[src/rtl/core/usf_pkg.sv]
// Shared types, constants and helpers for the UTF-16 substring finder.
// No dependencies; imported by every module of the block.
package usf_pkg;

  // Sizes of the needle store and of the haystack index.
  localparam int NEEDLE_MAX   = 32;
  localparam int HAYSTACK_MAX = 32768;
  localparam int CHAR_W       = 16;
  localparam int IDX_W        = $clog2(NEEDLE_MAX);
  localparam int LEN_W        = $clog2(NEEDLE_MAX + 1);
  localparam int POS_W        = $clog2(HAYSTACK_MAX + 1);
  localparam int START_W      = $clog2(HAYSTACK_MAX);

  // Input opcodes.
  localparam logic OP_NEEDLE   = 1'b0;
  localparam logic OP_HAYSTACK = 1'b1;

  // Result status codes.
  typedef enum logic [1:0] {
    ST_NOT_FOUND = 2'd0,
    ST_FOUND     = 2'd1,
    ST_TOO_LONG  = 2'd2
  } status_t;

  // One result item.
  typedef struct packed {
    status_t              status;
    logic [START_W-1:0]   match_start;
  } usf_res_t;

  // Control broadcast from the top level to every cell.
  typedef struct packed {
    logic              fold_en;
    logic [CHAR_W-1:0] hay_char;
    logic              step;
    logic              clear;
  } usf_cell_ctl_t;

  // ASCII lower case to upper case when folding is enabled.
  function automatic logic [CHAR_W-1:0] fold_char(input logic [CHAR_W-1:0] c,
                                                  input logic en);
    logic [CHAR_W-1:0] r;
    r = c;
    if (en && c >= CHAR_W'(16'h0061) && c <= CHAR_W'(16'h007A)) begin
      r = c - CHAR_W'(16'h0020);
    end
    return r;
  endfunction

endpackage

[src/rtl/core/usf_cell.sv]
// One needle position: stores a needle character and its partial-match bit.
// Depends on usf_pkg for the control struct and the case fold.
module usf_cell
  import usf_pkg::*;
(
  input  logic              clk,
  input  logic              rst_n,
  input  usf_cell_ctl_t     ctl,
  input  logic              wr_en,
  input  logic [CHAR_W-1:0] wr_char,
  input  logic              active,
  input  logic              prev_bit,
  output logic              hit_nxt,
  output logic              bit_r
);

  logic [CHAR_W-1:0] char_r;
  logic              bit_nxt;

  // A match through this position extends the neighbor's partial match.
  assign hit_nxt = prev_bit && active &&
                   (fold_char(char_r, ctl.fold_en) == fold_char(ctl.hay_char, ctl.fold_en));

  always_comb begin
    bit_nxt = bit_r;
    if (ctl.clear) begin
      bit_nxt = 1'b0;
    end else if (ctl.step) begin
      bit_nxt = hit_nxt;
    end
  end

  // Partial-match bit is control state; the stored character is payload.
  always_ff @(posedge clk) begin
    if (!rst_n) begin
      bit_r <= 1'b0;
    end else begin
      bit_r <= bit_nxt;
    end
  end

  always_ff @(posedge clk) begin
    if (wr_en) begin
      char_r <= wr_char;
    end
  end

endmodule

[src/rtl/core/usf_out_buf.sv]
// Two-entry result buffer: an output register plus a skid register.
// Depends on usf_pkg for the result struct.
module usf_out_buf
  import usf_pkg::*;
(
  input  logic     clk,
  input  logic     rst_n,
  input  logic     push,
  input  usf_res_t push_data,
  output logic     full,
  output logic     out_valid,
  input  logic     out_stall,
  output usf_res_t out_data
);

  logic     head_valid_r, head_valid_nxt;
  logic     skid_valid_r, skid_valid_nxt;
  usf_res_t head_r, head_nxt;
  usf_res_t skid_r, skid_nxt;
  logic     head_free;

  // The head may be loaded when it is empty or being taken this cycle.
  assign head_free = !head_valid_r || !out_stall;

  always_comb begin
    head_valid_nxt = head_valid_r;
    skid_valid_nxt = skid_valid_r;
    head_nxt       = head_r;
    skid_nxt       = skid_r;
    if (head_free) begin
      if (skid_valid_r) begin
        head_valid_nxt = 1'b1;
        head_nxt       = skid_r;
        skid_valid_nxt = push;
        skid_nxt       = push_data;
      end else begin
        head_valid_nxt = push;
        head_nxt       = push_data;
      end
    end else if (push) begin
      skid_valid_nxt = 1'b1;
      skid_nxt       = push_data;
    end
  end

  always_ff @(posedge clk) begin
    if (!rst_n) begin
      head_valid_r <= 1'b0;
      skid_valid_r <= 1'b0;
    end else begin
      head_valid_r <= head_valid_nxt;
      skid_valid_r <= skid_valid_nxt;
    end
  end

  always_ff @(posedge clk) begin
    head_r <= head_nxt;
    skid_r <= skid_nxt;
  end

  assign full      = skid_valid_r;
  assign out_valid = head_valid_r;
  assign out_data  = head_r;

  // The skid entry is only ever occupied behind a waiting head entry.
  a_skid_behind_head: assert property (@(posedge clk) disable iff (!rst_n)
    skid_valid_r |-> head_valid_r)
    else $error("skid entry valid without a head entry");

  // A push is never offered while both entries are occupied.
  a_no_push_when_full: assert property (@(posedge clk) disable iff (!rst_n)
    push |-> !skid_valid_r)
    else $error("result pushed into a full buffer");

  // A stalled head entry stays put.
  a_head_holds: assert property (@(posedge clk) disable iff (!rst_n)
    (head_valid_r && out_stall) |=> (head_valid_r && $stable(head_r)))
    else $error("stalled result changed");

endmodule

[src/rtl/core/utf16_substring_finder.sv]
// Top level of the UTF-16 substring finder: control, a chain of needle cells
// and the result buffer. Depends on usf_pkg, usf_cell and usf_out_buf.
//
// Usage:
//   Needle characters (in_opcode 0) are loaded first; in_last closes the needle.
//   Haystack items (in_opcode 1) then stream in, one per cycle unless stalled.
//   Each needle position is a cell holding its character and a partial-match
//   bit; every searched haystack item advances all bits one cell down the chain.
//   The first completed match gives one result item with status found and the
//   start index; a haystack that ends without one gives not found, or needle
//   too long when the needle overflowed the 32-entry store.
//   Throughput is one item per cycle while in_stall is low. A result is
//   registered on the out_ channel when the item that causes it is accepted,
//   unless another is still stalled there; it then waits in the skid register.
//   cfg_we writes cfg_wdata into the case-insensitive mode bit; write it only
//   while the block is idle.
//   After reset the needle is empty and closed and the mode bit is clear.
//   The result channel has an output register and a skid register; in_stall
//   rises only when both hold results that the receiver has not taken.
module utf16_substring_finder
  import usf_pkg::*;
(
  input  logic              clk,
  input  logic              rst_n,
  input  logic              cfg_we,
  input  logic              cfg_wdata,
  input  logic              in_valid,
  output logic              in_stall,
  input  logic              in_opcode,
  input  logic [CHAR_W-1:0] in_char_code,
  input  logic              in_last,
  output logic              out_valid,
  input  logic              out_stall,
  output logic [1:0]        out_status,
  output logic [START_W-1:0] out_match_start
);

  logic               case_insensitive_r;
  logic [LEN_W-1:0]   len_r, len_nxt;
  logic               too_long_r, too_long_nxt;
  logic               closed_r, closed_nxt;
  logic [POS_W-1:0]   pos_r, pos_nxt;
  logic               given_r, given_nxt;

  logic               acc;
  logic               buf_full;
  logic               hay_acc;
  logic               do_match;
  logic               found;
  logic               clear_hay;
  logic               clear_vec;
  logic [LEN_W-1:0]   eff_len;
  logic [IDX_W-1:0]   last_idx;
  logic [NEEDLE_MAX-1:0] wr_en;
  logic [NEEDLE_MAX-1:0] active;
  logic [NEEDLE_MAX-1:0] hit_nxt;
  logic [NEEDLE_MAX-1:0] bit_r;
  logic [NEEDLE_MAX-1:0] prev_bit;
  usf_cell_ctl_t      ctl;
  logic               res_push;
  usf_res_t           res;
  usf_res_t           out_data;

  assign acc      = in_valid && !in_stall;
  assign in_stall = buf_full;

  // Mode register.
  always_ff @(posedge clk) begin
    if (!rst_n) begin
      case_insensitive_r <= 1'b0;
    end else if (cfg_we) begin
      case_insensitive_r <= cfg_wdata;
    end
  end

  // Haystack step decode.
  assign hay_acc  = acc && (in_opcode == OP_HAYSTACK) && closed_r;
  assign do_match = hay_acc && !given_r && !too_long_r && (len_r != '0) &&
                    (pos_r < POS_W'(HAYSTACK_MAX));
  assign last_idx = IDX_W'(len_r - LEN_W'(1));
  assign found    = do_match && hit_nxt[last_idx];

  // A new needle, or the end of a haystack, clears haystack progress.
  assign clear_hay = (acc && (in_opcode == OP_NEEDLE) && closed_r) ||
                     (hay_acc && in_last);
  assign clear_vec = clear_hay ||
                     (hay_acc && !do_match && (pos_r >= POS_W'(HAYSTACK_MAX)));

  // Needle load: the length restarts when a closed needle is reopened.
  assign eff_len = closed_r ? '0 : len_r;

  always_comb begin
    len_nxt      = len_r;
    too_long_nxt = too_long_r;
    closed_nxt   = closed_r;
    pos_nxt      = pos_r;
    given_nxt    = given_r;
    wr_en        = '0;
    if (acc && (in_opcode == OP_NEEDLE)) begin
      too_long_nxt = closed_r ? 1'b0 : too_long_r;
      if (eff_len < LEN_W'(NEEDLE_MAX)) begin
        wr_en[IDX_W'(eff_len)] = 1'b1;
        len_nxt = eff_len + LEN_W'(1);
      end else begin
        len_nxt      = eff_len;
        too_long_nxt = 1'b1;
      end
      closed_nxt = in_last;
    end else if (hay_acc) begin
      if (pos_r < POS_W'(HAYSTACK_MAX)) begin
        pos_nxt = pos_r + POS_W'(1);
      end
      if (found) begin
        given_nxt = 1'b1;
      end
    end
    if (clear_hay) begin
      pos_nxt   = '0;
      given_nxt = 1'b0;
    end
  end

  always_ff @(posedge clk) begin
    if (!rst_n) begin
      len_r      <= '0;
      too_long_r <= 1'b0;
      closed_r   <= 1'b1;
      pos_r      <= '0;
      given_r    <= 1'b0;
    end else begin
      len_r      <= len_nxt;
      too_long_r <= too_long_nxt;
      closed_r   <= closed_nxt;
      pos_r      <= pos_nxt;
      given_r    <= given_nxt;
    end
  end

  // Broadcast control and the chain of needle cells.
  assign ctl.fold_en  = case_insensitive_r;
  assign ctl.hay_char = in_char_code;
  assign ctl.step     = do_match;
  assign ctl.clear    = clear_vec;

  for (genvar i = 0; i < NEEDLE_MAX; i++) begin : g_cell
    assign active[i] = LEN_W'(i) < len_r;
    if (i == 0) begin : g_head
      assign prev_bit[i] = 1'b1;
    end else begin : g_body
      assign prev_bit[i] = bit_r[i-1];
    end
    usf_cell u_cell (
      .clk      (clk),
      .rst_n    (rst_n),
      .ctl      (ctl),
      .wr_en    (wr_en[i]),
      .wr_char  (in_char_code),
      .active   (active[i]),
      .prev_bit (prev_bit[i]),
      .hit_nxt  (hit_nxt[i]),
      .bit_r    (bit_r[i])
    );
  end

  // Result item formation.
  always_comb begin
    res_push          = 1'b0;
    res.status        = ST_NOT_FOUND;
    res.match_start   = '0;
    if (found) begin
      res_push        = 1'b1;
      res.status      = ST_FOUND;
      res.match_start = START_W'(pos_r[START_W-1:0] + START_W'(1) - START_W'(len_r));
    end else if (hay_acc && in_last && !given_r) begin
      res_push        = 1'b1;
      res.status      = too_long_r ? ST_TOO_LONG : ST_NOT_FOUND;
    end
  end

  usf_out_buf u_out_buf (
    .clk       (clk),
    .rst_n     (rst_n),
    .push      (res_push),
    .push_data (res),
    .full      (buf_full),
    .out_valid (out_valid),
    .out_stall (out_stall),
    .out_data  (out_data)
  );

  assign out_status      = out_data.status;
  assign out_match_start = out_data.match_start;

  // The needle length never exceeds the store.
  a_len_bound: assert property (@(posedge clk) disable iff (!rst_n)
    len_r <= LEN_W'(NEEDLE_MAX))
    else $error("needle length beyond store size");

  // An overflowed needle always fills the store.
  a_too_long_full: assert property (@(posedge clk) disable iff (!rst_n)
    too_long_r |-> (len_r == LEN_W'(NEEDLE_MAX)))
    else $error("too-long flag set with a partial store");

  // No partial match lives beyond the needle length.
  a_vec_in_range: assert property (@(posedge clk) disable iff (!rst_n)
    (bit_r & ~active) == '0)
    else $error("partial match bit beyond needle length");

  // Once a result is given, the haystack yields no second found result.
  a_single_found: assert property (@(posedge clk) disable iff (!rst_n)
    given_r |-> !found)
    else $error("second match reported in one haystack");

endmodule

[config.mk]
export PLATFORM = sky130hd
export DESIGN_NAME = utf16_substring_finder
export DESIGN_NICKNAME = d
export VERILOG_FILES = /design/src/rtl/core/usf_pkg.sv /design/src/rtl/core/usf_cell.sv /design/src/rtl/core/usf_out_buf.sv /design/src/rtl/core/utf16_substring_finder.sv
export SDC_FILE = /design/constraint.sdc
export NUM_CORES = 1
export LEC_CHECK = 0
export ABC_AREA = 0
export BUFFER_PORTS_ARGS = -buffer_cell sky130_fd_sc_hd__buf_2
export CORE_MARGIN = 5
export CORE_UTILIZATION = 39
export CTS_CLUSTER_SIZE = 30
export DETAILED_ROUTE_END_ITERATION = 6
export SKIP_CTS_REPAIR_TIMING = 1
export SLEW_MARGIN = 20
export SYNTH_ARGS = -nofsm -noshare
export SYNTH_HDL_FRONTEND = slang
export SYNTH_SLANG_ARGS = --single-unit
[constraint.sdc]
create_clock -name clk -period 5.4 [get_ports clk]
set_input_delay 0.27 -clock clk [delete_from_list [all_inputs] [get_ports clk]]
set_output_delay 0.27 -clock clk [all_outputs]
set_load 0.02 [all_outputs]
==> results of run 1 <==
## layout by cell type, fill, tap and decap left out, types with 15 or more instances in the layout
master	instances
a21o_1	32
a21oi_1	153
a31oi_1	15
and2_1	29
buf_2	28
buf_4	122
clkbuf_16	71
dfxtp_1	58
edfxtp_1	546
ha_1	72
inv_1	116
nand2_1	209
nand2b_1	30
nand3_1	79
nand4_1	82
nor2_1	197
nor3_1	102
nor4_1	71
nor4b_1	70
o21ai_0	74
o2bb2ai_1	26
o31ai_1	25
o32ai_1	22
or3_1	20
or4_1	23
xnor2_1	271
xor2_1	185
## routing by layer
metal  part of all wire [%]  vias up
met5                      0        -
li1                       -    11069
met4                    3.5        0
met1                     42    12348
met2                     45     1245
met3                    8.8      246
## critical path: stages, from the launching register on
cell and delay (ps):
dfxtp_2 630, buf_4 390, nand4b_1 140, nor3_1 460
a31oi_1 200, xnor2_1 160, a2111oi_0 820, o211ai_1 290
mux2i_1 250, a311oi_1 140, o31a_1 180, o32ai_4 420
nor2_1 130, a31oi_2 190, buf_4 270
## power by group through the flow
stage / Combinational (mW) / Clock [mW] / Sequential [mW]
final: 0.688 / 4.59 / 5.12
after global routing: 0.723 / 4.90 / 5.12
after CTS: 0.680 / 4.67 / 5.12
after detailed placement: 0.677 / 0 / 5.22
after global placement: 0.669 / 0 / 5.22
after floorplan: 0.358 / 0 / 5.22
## logic make-up (layout without fill, tap and decap cells)
kind of cell	count (synthesis)	after routing	share of synthesized area (%)
AND/OR/NAND/NOR	985	985	16.3
other	0	1	0
adder cells (fa/ha/maj)	73	73	2.84
XOR/XNOR	456	456	12.3
multiplexers	13	13	0.444
buffers and inverters	231	408	2.82
AO/OA/AOI/OAI	522	522	11.1
flip-flops	605	605	54.2
## layout make-up
type / instances / area (um2) / area share [%]
timing repair buffer: 164 / 1320 / 3.57
clock buffer: 92 / 1940 / 5.25
antenna: 1 / 2.50 / 0.00679
inverter: 120 / 450 / 1.22
clock inverter: 32 / 278 / 0.754
sequential: 605 / 17600 / 47.7
tap: 1070 / 1340 / 3.63
multi-input combinational: 2049 / 13900 / 37.9
## registers in the layout, summed over array words and instances, names as in the netlist
signal / cells
u_out_buf.skid_r: 17
case_insensitive_r: 1
g_cell.u_cell.char_r: 512
g_cell.u_cell.bit_r: 31
u_out_buf.out_data: 17
len_r: 6
u_out_buf.full: 1
closed_r: 1
u_out_buf.out_valid: 1
pos_r: 16
too_long_r: 1
given_r: 1
## path summary, 6_finish.rpt
path,from,endpoint,cells past startpoint
worst max-delay path,case_insensitive_r$_SDFFE_PN0P_,u_out_buf.skid_r[13]$_DFFE_PP_,14
worst min-delay path,cfg_wdata,case_insensitive_r$_SDFFE_PN0P_,3
worst max register to register,case_insensitive_r$_SDFFE_PN0P_,u_out_buf.skid_r[13]$_DFFE_PP_,14
worst min register to register,g_cell[16].u_cell.bit_r$_SDFFE_PP0P_,g_cell[16].u_cell.bit_r$_SDFFE_PP0P_,2
## per-stage QoR
step	setup slack [ps]	total power, mW	cell area [um2]
floorplan	566	5.58	32400
detailed placement	494	5.90	34600
global placement	461	5.89	34600
CTS	476	10.5	36800
global route	276	10.7	36800
finish	388	10.4	36800
==> key figures, run 1 <==
Clock network
  • Clk buf depth: 3
  • CTS tree: done
  • H-tree levels: 3
  • Root Buffer: clkbuf_16
  • Skew-Pair Late Insertion Delay: 630 ps
  • Clock-pin slew on the worst setup and hold paths: 60 ps
  • Number of CTS-inserted buffers: 68
  • Sink Count: 605

Logic synthesis
  • Ranking of synthesized cells by area: edfxtp_1, xnor2_1, xor2_1, dfxtp_1, ha_1
  • Post-synthesis sequential area ratio: 54.2%
  • Mapped Area: 32400 um2
  • Mean area per synthesized cell: 11.2 um2
  • FF+latch count, synth: 605
  • Async SR Flop Fraction: 0%
  • EDFF count, synth: 546
  • Mapped Nets: 2982
  • Count leader, synth: edfxtp_1
  • Largest area contributor in the netlist: edfxtp_1
  • Main synth FF type: edfxtp_1
  • Distinct cells, synth: 96
  • Most frequent cells after synthesis: edfxtp_1, xnor2_1, nand2_1
  • Top cell type's share of synthesized area: 50.6%
  • Cells after Synth: 2885
  • Yosys warning total: 0

Timing
  • Final setup TNS: 0 ps
  • Slew Limit Headroom: 27.2%
  • Hold Slack: 41.4 ps
  • Max Slew Vio Count: 0
  • Actual slew at the worst max-slew pin: 1090 ps
  • Final min period: 5010 ps
  • Unrepaired setup endpoints after global routing: false
  • Maximum clock frequency: 200 MHz
  • Tcrit/Tclk final: 92.8%
  • Endpoints failing setup: 0
  • Skew final: 30.7 ps
  • Final Hold Viols: 0

Worst setup path
  • R2R setup slack: 390 ps
  • WS Path Type: flop to flop
  • Crit Path Max Fanout: 17
  • WP data required: 5690 ps
  • Crit start category: flop
  • CP Data Arrival Time: 5300 ps
  • Setup crit end kind: flop

Run
  • Max-Cap Viols: 0

GRT
  • Busiest grt layer: met2
  • Pin count of the biggest net entering global routing: 73
  • GRT Util Overall: 22.3%
  • Grt ovf: 0
  • M3 GR Usage: 4.35%
  • First-pass GRT wire length: 153000 um
  • Met2 usage: 35.9%
  • Vias in the first global route: 24622
  • Met1 usage: 30.5%
  • Initial antenna violation count: 2

Power and ir drop
  • Clk pwr share: 44.2%
  • Worst ir drop on vdd: 0.233 mV
  • Sw Pwr: 2.37 mW
  • Seq pwr share: 49.2%
  • P_leak: 12.3 nW
  • Power Internal: 8.04 mW
  • Switching share of power: 22.7%
  • Combinational power share: 6.6%
  • Power Density: 282 nW/um2

Place
  • # placed instances: 4006
  • Hpwl dp: 69600 um
  • Port buffer count: 42
  • GP Congestion: 0.963

Floorplanning
  • Die area: 89000 um2
  • Core box area: 82200 um2
  • Num ports: 43
  • Die width: 298 um
  • Row cnt: 105
  • Die Y: 298 um
  • Starting Density: 39.4%

Drt
  • Wire per inst: 24.7 um
  • Antenna-violating nets left: 0
  • 1st-iter DRT viols: 2422
  • Final wirelength: 102000 um
  • Drt pass-1 iters: 7
  • Post-DR vias/cell: 6.03
  • Vias: 24908
  • Drt drc: 1

Hold path
  • HP Class: primary input to flop

Final layout
  • Non-Filler Instances: 4133
  • Util after Layout: 44.8%
  • Nets: 3105
  • Share of cells above drive strength 1: 10.1%
  • Fillers: 7464
  • Syn-to-layout area delta: 13.7%

Run status
  • Status: finished, violations left
  • Failing checks: DRC
No activity file was read; power rests on OpenSTA's default activity.
==> inputs of run 2 (changes only) <==
--- a/config.mk
+++ b/config.mk
@@ -11,6 +11,7 @@
 export CORE_UTILIZATION = 39
 export CTS_CLUSTER_SIZE = 30
 export DETAILED_ROUTE_END_ITERATION = 6
+export GPL_TIMING_DRIVEN = 0
 export SKIP_CTS_REPAIR_TIMING = 1
 export SLEW_MARGIN = 20
 export SYNTH_ARGS = -nofsm -noshare
==> run 2 against run 1 <==
  * The run ends with setup timing left
  * Non-clock buffer count rose by 8
  * Cell area increased by 0.55%
  * First-iteration DRC count is 78% higher
==> key figures, run 2 (same netlist as run 1, synthesis figures left out) <==
Final layout
  • Syn-to-layout area delta: 14.3%
  • Fillers: 7640
  • Biggest regs: g_cell.u_cell.char_r (512), g_cell.u_cell.bit_r (31)
  • Sequential cell area: 17600 um2
  • Multi-input logic area: 14300 um2
  • Share of cells above drive strength 1: 11.7%
  • Max reg flops: 512
  • Top reg by flops: g_cell.u_cell.char_r
  • Util after Layout: 45.0%
  • Nets: 3115
  • Most frequent cells in the layout: edfxtp_1, xnor2_1, nand2_1
  • Commonest non-fill, non-tap cell in the layout: edfxtp_1

Timing
  • Max Slew Vio Count: 0
  • Slew Limit Headroom: 10.0%
  • Final Hold Viols: 0
  • Hold Slack: 63.2 ps
  • Maximum clock frequency: 181 MHz
  • Endpoints failing setup: 12
  • Skew final: 36.5 ps
  • Tcrit/Tclk final: 102%
  • Unrepaired setup endpoints after global routing: false
  • Worst setup slack after layout: -124 ps
  • Final min period: 5520 ps
  • Actual slew at the worst max-slew pin: 1350 ps

Floorplanning
  • Num ports: 43
  • Die width: 298 um
  • Core box area: 82200 um2
  • Die area: 89000 um2
  • Die Y: 298 um
  • Row cnt: 105
  • Starting Density: 39.4%

GRT
  • M3 GR Usage: 7.32%
  • Busiest grt layer: met2
  • Vias in the first global route: 24327
  • Initial antenna violation count: 19
  • Met2 usage: 40.8%
  • Met1 usage: 37.6%
  • GRT Util Overall: 27.6%
  • Pin count of the biggest net entering global routing: 40
  • First-pass GRT wire length: 177000 um
  • Grt ovf: 0

Drt
  • Drt drc: 0
  • Final wirelength: 128000 um
  • Antenna-violating nets left: 0
  • Wire per inst: 30.8 um
  • Post-DR vias/cell: 6.34
  • 1st-iter DRT viols: 4312
  • Vias: 26321
  • Drt pass-1 iters: 6

Power and ir drop
  • Clk pwr share: 45.5%
  • Seq pwr share: 46.9%
  • Combinational power share: 7.7%
  • Switching share of power: 24.2%
  • Power Density: 295 nW/um2
  • Sw Pwr: 2.64 mW
  • Worst ir drop on vdd: 0.219 mV
  • Power Internal: 8.29 mW
  • Power, Total: 10.9 mW
  • P_leak: 12.2 nW

Worst setup path
  • CP Cell Sequence: buf_4 -> clkbuf_2 -> clkbuf_2 -> and2_1 -> a21o_1 -> a221oi_1 -> nor3_2 -> a211oi_1 -> o31a_1 -> o32ai_4 -> buf_6 -> nor2_1 -> a31oi_4 -> buf_6
  • CP Data Arrival Time: 5840 ps
  • Crit Path Max Fanout: 37
  • Crit start category: primary input
  • CP delay by family, top: buffers and inverters
  • Setup crit end kind: flop
  • Slowest cell on crit path: and2_1
  • CP bufs+invs: 5
  • Slowest cell delay on critical path: 650 ps
  • WP data required: 5720 ps
  • WS Path Type: primary input to flop

Run
  • Max-Cap Viols: 0

Clock network
  • CTS tree: done
  • Clock-pin slew on the worst setup and hold paths: 60 ps
  • Clk buf depth: 3
  • H-tree levels: 3
  • Number of CTS-inserted buffers: 70
  • Root Buffer: clkbuf_16
  • Sink Count: 605
  • Skew-Pair Late Insertion Delay: 650 ps

Place
  • GP Congestion: 1.03
  • Place WS: -2170 ps
  • Hpwl dp: 82400 um
  • Port buffer count: 42

Run status
  • Failing checks: setup timing
  • Status: finished, violations left

Hold path
  • HP Class: primary input to flop
[run 2: cell types whose count changed in the layout (fill, tap and decap cells not counted), sizes merged]
cell,before,now
clkinv,27,26
diode,1,5
clkinvlp,0,3
dlygate4sd3,2,4
bufinv,4,10
inv,121,119
buf,162,100
clkbuf,92,158
[run 2: cell type report]
type / instances / area share [%]
Sequential cell: 605 / 47.5
Multi-Input combinational cell: 2049 / 38.5
Clock buffer: 90 / 5.13
Tap cell: 1070 / 3.61
Buffer: 107 / 1.43
Timing Repair Buffer: 65 / 1.37
Clock inverter: 38 / 1.26
Inverter: 120 / 1.22
Antenna cell: 5 / 0.0338
[run 2: worst paths after layout]
path                                             start                              endpoint  slack [ps]  depth (start not counted)
setup reg to reg       case_insensitive_r$_SDFFE_PN0P_        u_out_buf.skid_r[10]$_DFFE_PP_         -30                         14
hold reg to reg   g_cell[15].u_cell.bit_r$_SDFFE_PP0P_  g_cell[15].u_cell.bit_r$_SDFFE_PP0P_         460                          2
setup / recovery                      in_char_code[11]        u_out_buf.skid_r[10]$_DFFE_PP_        -120                         14
hold / removal                               out_stall           u_out_buf.full$_SDFFE_PN0P_          60                          3
[run 2: metal layers]
metal	up-vias	share of wire [%]
met5	-	0.053
met4	10	6.4
met3	439	13
met2	1897	41
met1	12887	39
li1	11088	-
[run 2: power by group through the flow]
stage	combinational [mW]	clock, mW	sequential (mW)
3_3_place_gp	0.765	0	5.22
6_report	0.838	4.97	5.12
2_1_floorplan	0.358	0	5.22
5_1_grt	0.841	5.19	5.12
4_1_cts	0.782	5.00	5.12
3_5_place_dp	0.779	0	5.22
[run 2: stage by stage]
step	setup TNS (ps)	std cells	area (um2)
after CTS	-54870	4132	36700
after global placement	-184300	3997	34000
after floorplan	0	2885	32400
final	-1460	4149	37000
after detailed placement	-88440	4004	34300
after global routing	0	4145	37000
[run 2: worst reg2reg max path, stage by stage (launching register included)]
cell and delay, ps:
dfxtp_2 530, nor4b_4 360, nand4_2 380, nor2_2 630, buf_6 250, clkbuf_2 440
a221oi_1 160, nor4_1 750, a2111oi_0 260, o21a_1 280, o32ai_4 270, buf_6 210
nor2_1 90, a31oi_4 320, buf_6 220
